`config.mk`:
```
export PLATFORM = sky130hd
export DESIGN_NAME = ffsk_ctrl
export DESIGN_NICKNAME = d
export VERILOG_FILES = /design/src/ffsk_pkg.sv /design/src/ffsk_ctrl.sv
export SDC_FILE = /design/constraint.sdc
export NUM_CORES = 1
export LEC_CHECK = 0
export ABC_AREA = 1
export BUFFER_PORTS_ARGS = -buffer_cell sky130_fd_sc_hd__buf_2
export CORE_MARGIN = 10
export CORE_UTILIZATION = 42
export CTS_CLUSTER_DIAMETER = 30
export CTS_CLUSTER_SIZE = 12
export DETAILED_ROUTE_END_ITERATION = 10
export GPL_ROUTABILITY_DRIVEN = 0
export GPL_TIMING_DRIVEN = 0
export HOLD_SLACK_MARGIN = 0.08
export PLACE_DENSITY = 0.72
export SYNTH_ARGS = -nofsm -noshare
export SYNTH_HDL_FRONTEND = slang
export SYNTH_SLANG_ARGS = --single-unit
```
`constraint.sdc`:
```
create_clock -name clk -period 1.2 [get_ports clk]
set_input_delay 0.24 -clock clk [delete_from_list [all_inputs] [get_ports clk]]
set_output_delay 0.24 -clock clk [all_outputs]
set_load 0.03 [all_outputs]
```
`src/ffsk_pkg.sv`:
```
`default_nettype none

package ffsk_pkg;

  localparam int TAPS       = 31;
  localparam int OVERSAMPLE = 10;
  localparam int SINE_DEPTH = 1024;

  localparam int COEF_COUNT = TAPS * OVERSAMPLE;
  localparam int COEF_AW    = $clog2(COEF_COUNT);
  localparam int ADDR_W     = $clog2(COEF_COUNT + OVERSAMPLE);
  localparam int TAP_W      = $clog2(TAPS);
  localparam int SAMP_W     = $clog2(OVERSAMPLE);
  localparam int DEPTH_W    = $clog2(SINE_DEPTH);

  localparam int OPCODE_W   = 2;
  localparam int DIBIT_W    = 2;
  localparam int INDEX_W    = 9;
  localparam int COEF_W     = 16;
  localparam int STEP_W     = 13;
  localparam int SAMPLE_W   = 15;
  localparam int PHASE_W    = 16;
  localparam int FRAC_W     = 15;
  localparam int PROD_W     = STEP_W + COEF_W;
  // Only the low phase bits of the shifted sum survive, so the sum may wrap above them.
  localparam int ACC_W      = PHASE_W + FRAC_W;

  localparam logic [OPCODE_W-1:0] OP_MOD   = 2'd0;
  localparam logic [OPCODE_W-1:0] OP_BLANK = 2'd1;
  localparam logic [OPCODE_W-1:0] OP_COEF  = 2'd2;

  localparam logic signed [STEP_W-1:0] STEP_SMALL = 13'sd1092;
  localparam logic signed [STEP_W-1:0] STEP_LARGE = 13'sd3277;

  localparam longint unsigned PI_Q30    = 64'd3373259426;
  localparam longint unsigned ONE_Q30   = 64'd1073741824;
  localparam longint unsigned AMPLITUDE = 64'd16383;

  typedef logic signed [SAMPLE_W-1:0] sine_rom_t [SINE_DEPTH];

  typedef struct packed {
    logic              coef_wr;
    logic              shift;
    logic              blank;
    logic              start;
    logic [SAMP_W-1:0] n;
    logic              issue;
    logic              phase_add;
    logic              lookup;
    logic              load_out;
    logic              last;
  } cmd_t;

  typedef struct packed {
    logic tap_last;
    logic mac_busy;
    logic out_free;
  } status_t;

  function automatic logic signed [STEP_W-1:0] step_of(input logic [DIBIT_W-1:0] dibit);
    logic signed [STEP_W-1:0] s;
    case (dibit)
      2'd0:    s = STEP_SMALL;
      2'd1:    s = STEP_LARGE;
      2'd2:    s = -STEP_SMALL;
      default: s = -STEP_LARGE;
    endcase
    return s;
  endfunction

  // Built at elaboration: quarter-wave Taylor series in Q30, then scaled and rounded.
  function automatic sine_rom_t sine_rom_init();
    sine_rom_t      t;
    longint unsigned theta, x2, term, pos, neg, s;
    logic           negate;
    int             k;
    for (k = 0; k < SINE_DEPTH; k++) begin
      theta  = (2 * PI_Q30 * longint'(k)) / SINE_DEPTH;
      negate = 1'b0;
      if (theta > PI_Q30) begin
        theta  = theta - PI_Q30;
        negate = 1'b1;
      end
      if (theta > PI_Q30 / 2) theta = PI_Q30 - theta;
      x2   = (theta * theta) >> 30;
      pos  = theta;
      // Each term divides by (2n)(2n+1); odd terms subtract.
      term = ((theta * x2) >> 30) / 64'd6;
      neg  = term;
      term = ((term * x2) >> 30) / 64'd20;
      pos  = pos + term;
      term = ((term * x2) >> 30) / 64'd42;
      neg  = neg + term;
      term = ((term * x2) >> 30) / 64'd72;
      pos  = pos + term;
      term = ((term * x2) >> 30) / 64'd110;
      neg  = neg + term;
      term = ((term * x2) >> 30) / 64'd156;
      pos  = pos + term;
      term = ((term * x2) >> 30) / 64'd210;
      neg  = neg + term;
      s    = (pos > neg) ? pos - neg : 64'd0;
      s    = (s * AMPLITUDE + (ONE_Q30 >> 1)) >> 30;
      t[k] = SAMPLE_W'(negate ? (64'd0 - s) : s);
    end
    return t;
  endfunction

endpackage

`default_nettype wire

```
`src/ffsk_ctrl.sv`:
```
`default_nettype none

module ffsk_ctrl (
  input  wire logic                             clk,
  input  wire logic                             rst_n,
  input  wire logic                             in_valid,
  output logic                                  in_ready,
  input  wire logic [ffsk_pkg::OPCODE_W-1:0]    in_opcode,
  input  wire ffsk_pkg::status_t                status,
  output ffsk_pkg::cmd_t                        cmd
);

  localparam logic [2:0] S_IDLE   = 3'd0;
  localparam logic [2:0] S_MAC    = 3'd1;
  localparam logic [2:0] S_DRAIN  = 3'd2;
  localparam logic [2:0] S_PHASE  = 3'd3;
  localparam logic [2:0] S_LOOKUP = 3'd4;
  localparam logic [2:0] S_LOAD   = 3'd5;

  logic [2:0]                  state_r, state_nxt;
  logic [ffsk_pkg::SAMP_W-1:0] samp_r, samp_nxt;

  always_comb begin
    state_nxt = state_r;
    samp_nxt  = samp_r;
    in_ready  = 1'b0;
    cmd       = '0;
    unique case (state_r)
      S_IDLE: begin
        in_ready = 1'b1;
        if (in_valid) begin
          unique case (in_opcode) inside
            ffsk_pkg::OP_MOD, ffsk_pkg::OP_BLANK: begin
              cmd.shift = 1'b1;
              cmd.blank = (in_opcode == ffsk_pkg::OP_BLANK);
              cmd.start = 1'b1;
              cmd.n     = ffsk_pkg::SAMP_W'(ffsk_pkg::OVERSAMPLE - 1);
              samp_nxt  = ffsk_pkg::SAMP_W'(ffsk_pkg::OVERSAMPLE - 1);
              state_nxt = S_MAC;
            end
            ffsk_pkg::OP_COEF: cmd.coef_wr = 1'b1;
            default: ;
          endcase
        end
      end
      S_MAC: begin
        cmd.issue = 1'b1;
        if (status.tap_last) state_nxt = S_DRAIN;
      end
      S_DRAIN: begin
        if (!status.mac_busy) state_nxt = S_PHASE;
      end
      S_PHASE: begin
        cmd.phase_add = 1'b1;
        state_nxt     = S_LOOKUP;
      end
      S_LOOKUP: begin
        cmd.lookup = 1'b1;
        state_nxt  = S_LOAD;
      end
      S_LOAD: begin
        if (status.out_free) begin
          cmd.load_out = 1'b1;
          cmd.last     = (samp_r == '0);
          if (samp_r == '0) begin
            state_nxt = S_IDLE;
          end else begin
            cmd.start = 1'b1;
            cmd.n     = samp_r - 1'b1;
            samp_nxt  = samp_r - 1'b1;
            state_nxt = S_MAC;
          end
        end
      end
      default: state_nxt = S_IDLE;
    endcase
  end

  always_ff @(posedge clk) begin
    if (!rst_n) begin
      state_r <= S_IDLE;
      samp_r  <= '0;
    end else begin
      state_r <= state_nxt;
      samp_r  <= samp_nxt;
    end
  end

endmodule

`default_nettype wire

```
==> key figures, run 1 <==
CTS
  • Root buffer cell: clkbuf_4
  • # clock sinks: 7
  • Maximum buffer depth of the clock tree: 2
  • Cts hold-fix bufs: 0
  • Clock buffer count from CTS: 3
  • # H-tree levels: 1

Status
  • Halt Stage: global routing
  • Error: [ERROR DPL-0038] Utilization greater than 100%, impossible to legalize
  • Status: did not finish

Placement
  • Post-placement cell count: 131
  • Placed wire-length estimate: 1.30 mm
  • Port-buffer cells: 21

Yosys
  • Syn Nets: 104
  • Mapped Avg Cell Area: 6.27 µm²
  • Flops & latches, synth: 7
  • Yosys cell types: 20
  • Post-synthesis sequential area ratio: 0.235
  • Synthesis Warnings: 0
  • Post-Syn Area: 596 µm²
  • Syn Inst Count: 95

STA
  • WEP type: primary output
  • Worst setup endpoint GRT: cmd[7]

Floorplanning
  • I/O pin cnt: 22
  • DIE WIDTH: 57.7 µm
  • Starting Density: 0.452
  • Die Ht: 57.7 µm
  • Row cnt: 13

GRT
  • Maximum number of pins on one net before global-route repair: 9
[cells by family after synthesis]
kind of cell / count (synthesis) / synth area share
compound gates: 5 / 0.0567
xor+xnor: 1 / 0.0147
fa+ha+maj: 1 / 0.0210
buf+inv: 26 / 0.181
flops: 7 / 0.235
simple gates: 55 / 0.492
[timing repair]
item                                    CTS
resized for setup                        59
pin swaps                                13
endpoints found under the setup margin   18
setup buffers                            26
endpoints found under the hold margin     0
[synthesized netlist by cell type (all sizes together)]
| cell type | count | area share |
|---|---|---|
| a31oi | 1 | 0.011 |
| xor2 | 1 | 0.015 |
| nor2 | 17 | 0.16 |
| buf | 1 | 0.019 |
| nand3 | 11 | 0.11 |
| ha | 1 | 0.021 |
| nand4 | 4 | 0.042 |
| dfxtp | 7 | 0.24 |
| inv | 25 | 0.16 |
| nand2 | 22 | 0.16 |
| nor4 | 1 | 0.011 |
| a21oi | 2 | 0.029 |
| o21ai | 2 | 0.017 |
[stage by stage]
step	setup WS (ns)	utilization	instance area, µm²	setup TNS [ns]
4_1_cts	-0.467	0.938	1240	-5.29
3_5_place_dp	-0.342	0.612	806	-2.02
3_3_place_gp	-0.323	0.612	806	-1.73
2_1_floorplan	-0.192	-	682	-0.938
==> run 2: changes to the inputs <==
==> config.mk (replaced) <==
export PLATFORM = sky130hd
export DESIGN_NAME = ffsk_ctrl
export DESIGN_NICKNAME = d
export VERILOG_FILES = /design/src/ffsk_pkg.sv /design/src/ffsk_ctrl.sv
export SDC_FILE = /design/constraint.sdc
export NUM_CORES = 1
export LEC_CHECK = 0
export ABC_AREA = 1
export BUFFER_PORTS_ARGS = -buffer_cell sky130_fd_sc_hd__buf_2
export CORE_AREA = 10 10 71 73
export DETAILED_ROUTE_END_ITERATION = 10
export DIE_AREA = 0 0 81 83
export GPL_ROUTABILITY_DRIVEN = 0
export GPL_TIMING_DRIVEN = 0
export PLACE_DENSITY_LB_ADDON = 0.15
export SYNTH_ARGS = -nofsm -noshare
export SYNTH_HDL_FRONTEND = slang
export SYNTH_SLANG_ARGS = --single-unit
==> constraint.sdc (replaced) <==
create_clock -name clk -period 1.56 [get_ports clk]
set_input_delay 0.312 -clock clk [delete_from_list [all_inputs] [get_ports clk]]
set_output_delay 0.312 -clock clk [all_outputs]
set_load 0.03 [all_outputs]
==> run 2 against run 1 <==
Compared with the run above:
- the flow now finishes, with violations (setup timing)
- synthesized cell count is the same
- synthesized area did not move
==> key figures, run 2 <==
CTS
  • Cts hold-fix bufs: 0
  • # H-tree levels: 1
  • # clock sinks: 7
  • Clock Latency Late Sink: 0.23 ns
  • TritonCTS clock tree: done
  • Clock buffer count from CTS: 3
  • CTS clk-pin slew, worst paths: 0.04 ns
  • Maximum buffer depth of the clock tree: 2
  • Root buffer cell: clkbuf_8

Yosys
  • Mapped Avg Cell Area: 6.27 µm²
  • Flops & latches, synth: 7
  • Yosys cell types: 20
  • Synth area leader: dfxtp_1
  • Syn Nets: 104
  • Number of synthesized flops with an enable pin: 0
  • Synth top area cells: dfxtp_1 24%, inv_1 13%, nand2_1 11%, nand3_1 8.4%, nor2_1 7.6%
  • Post-synthesis sequential area ratio: 0.235
  • Top_reg_cell synth: dfxtp_1
  • Synthesis Warnings: 0
  • Most frequent cell after synthesis: inv_1
  • Ys async rst share: 0
  • Post-Syn Area: 596 µm²
  • Syn Inst Count: 95
  • Most instantiated cells after synthesis: 21 x inv_1, 18 x nand2_1, 12 x nor2_1, 10 x nand3_1, 7 x dfxtp_1
  • Top cell type's share of synthesized area: 0.235

Placement
  • DP Area: 786 µm²
  • Placed wire-length estimate: 1.41 mm
  • Port-buffer cells: 21

Status
  • Status: complete, but fails checks
  • Failing checks: setup timing

STA
  • Final WS setup: -0.118 ns
  • Max-slew violation count: 0
  • Slew headroom: 0.858
  • Worst hold slack: 0.360 ns
  • Max Freq: 596 MHz
  • Worst-case clock skew: 0.00104 ns
  • RSZ-0062 raised after global routing: yes
  • Final Hold Viols: 0
  • Min Tclk post-route: 1.68 ns
  • # setup viols final: 6
  • Final Cycle Share: 1.08
  • Worst slew pin tran: 0.212 ns

Detailed routing
  • Drt wl/cell: 9.98 µm
  • Routed vias/inst: 3.84
  • Uppermost routed layer: met3
  • Initial DRC Count: 19
  • Met3 wire length: 111 µm
  • Met2 routed WL: 1.00 mm
  • Post-DRT Antenna Nets: 0
  • Metal-1 WL: 733 µm
  • Via count: 710
  • # DRC: 0
  • Final wirelength: 1.85 mm
  • Number of iterations in the first detailed-routing pass: 4

Finish
  • Fillers: 423
  • Core Util, Final: 0.289
  • Commonest non-fill, non-tap cell in the layout: buf_4
  • Ant diodes: 0
  • Top Registers: samp_r: 4 flops, state_r: 3 flops
  • Nets: 147
  • Most frequent cells in the layout: 22 x buf_4, 18 x nand2_1, 16 x inv_1
  • Largest Register: samp_r
  • Share of cells above drive strength 1: 0.547
  • Area Growth Syn to Fin: 76.1%
  • Number of flip-flops in the largest register: 4
  • Sequential Area: 149 µm²
  • Final Cell Area: 0.00105 mm²
  • Multi-input combinational cell area: 400 µm²

Hold path
  • Min-Delay Path Class: in -> reg
  • Worst Hold Depth: 3

Floorplanning
  • Die Ht: 83 µm
  • I/O pin cnt: 22
  • Core area: 0.00363 mm²
  • Starting Density: 0.164
  • Die ar.: 0.00672 mm²
  • DIE WIDTH: 81 µm
  • Row cnt: 22

Power and ir drop
  • Pleak: 0.538 nW
  • PwrDens: 1430 mW/mm²
  • Worst vdd ir: 0.683 mV

Setup path
  • WP data required: 1.25 ns
  • Critical path data arrival time: 1.37 ns
  • Crit path max fanout: 4
  • Slowest stage delay, CP: 0.32 ns
  • Worst setup EP type: output pin
  • CP max-delay cell: dfxtp_2
  • CP Class: reg -> out
  • Startpoint type of the worst setup path: flop
  • Reg2Reg Depth: 10
  • CP Cell Sequence: inv_2, ha_4, nand3_4, nand3_4, inv_4, nor2_4, inv_2, buf_6

GRT
  • GRT Util Overall: 0.0544
  • Antenna violations before repair: 0
  • Gr ovfl total: 0
  • Maximum number of pins on one net before global-route repair: 9
  • First-pass GRT wire length: 2.99 mm
  • Vias in the first global route: 649

Job
  • Max Cap Violations: 0
==> run 2: kinds of logic (layout without fill, tap and decap cells) <==
kind of cell	Yosys count	in the layout	synth area share
xor gates and xnor gates	1	1	0.0147
adders and majority gates	1	1	0.0210
and+or+nand+nor	55	55	0.492
buffers and inverters	26	68	0.181
DFF	7	7	0.235
AOI/OAI and AO/OA	5	5	0.0567
==> run 2: final timing paths <==
kind,startpoint,to,slack (ns)
setup / recovery,samp_r[1],cmd[9],-0.12
hold / removal,rst_n,state_r[0],0.36
setup reg to reg,state_r[1],samp_r[0],0.09
hold reg to reg,samp_r[1],samp_r[1],0.49
==> run 2: stage by stage <==
| step | instances | setup WS (ns) | total power [mW] | TNS [ns] |
|---|---|---|---|---|
| detailed placement | 164 | -0.152 | 1.04 | -0.578 |
| finish | 185 | -0.118 | 1.50 | -0.427 |
| floorplan | 95 | -0.0401 | 0.871 | -0.0401 |
| global route | 185 | -0.212 | 1.63 | -1.06 |
| global placement | 164 | -0.152 | 1.04 | -0.593 |
| CTS | 180 | -0.160 | 1.50 | -0.613 |
==> run 2: power breakdown <==
part / switching [mW] / internal, mW
registers: 0.0681 / 0.233
logic: 0.542 / 0.397
clock network: 0.0821 / 0.177
total: 0.692 / 0.807
==> run 2: layer usage <==
| layer | vias to the layer above | global-route usage |
|---|---|---|
| li1 | 374 | - |
| met4 | 0 | 0.00469 |
| met3 | 0 | 0.0269 |
| met2 | 11 | 0.0973 |
| met5 | - | 0 |
| met1 | 325 | 0.0569 |
==> run 2: layout make-up <==
type                       count  share of cell area
clock buffer                   4              0.0430
inverter                      25              0.0990
multi-input combinational     62               0.382
sequential                     7               0.142
tap                           48              0.0573
timing repair buffer          39               0.277
==> run 2: worst max-delay path: cells and delay by family (launching register included) <==
kind,cells,cell delay [ns]
adders and majority gates,1,0.15
DFF,1,0.32
and+or+nand+nor,3,0.37
buffers and inverters,4,0.31
==> run 2: timing repair <==
action	in CTS	in global routing
pin swaps	5	5
endpoints found under the setup margin	9	11
endpoints found under the hold margin	0	0
buffers inserted	12	6
gates resized for setup	31	7
(Power assumes the default switching activity.)
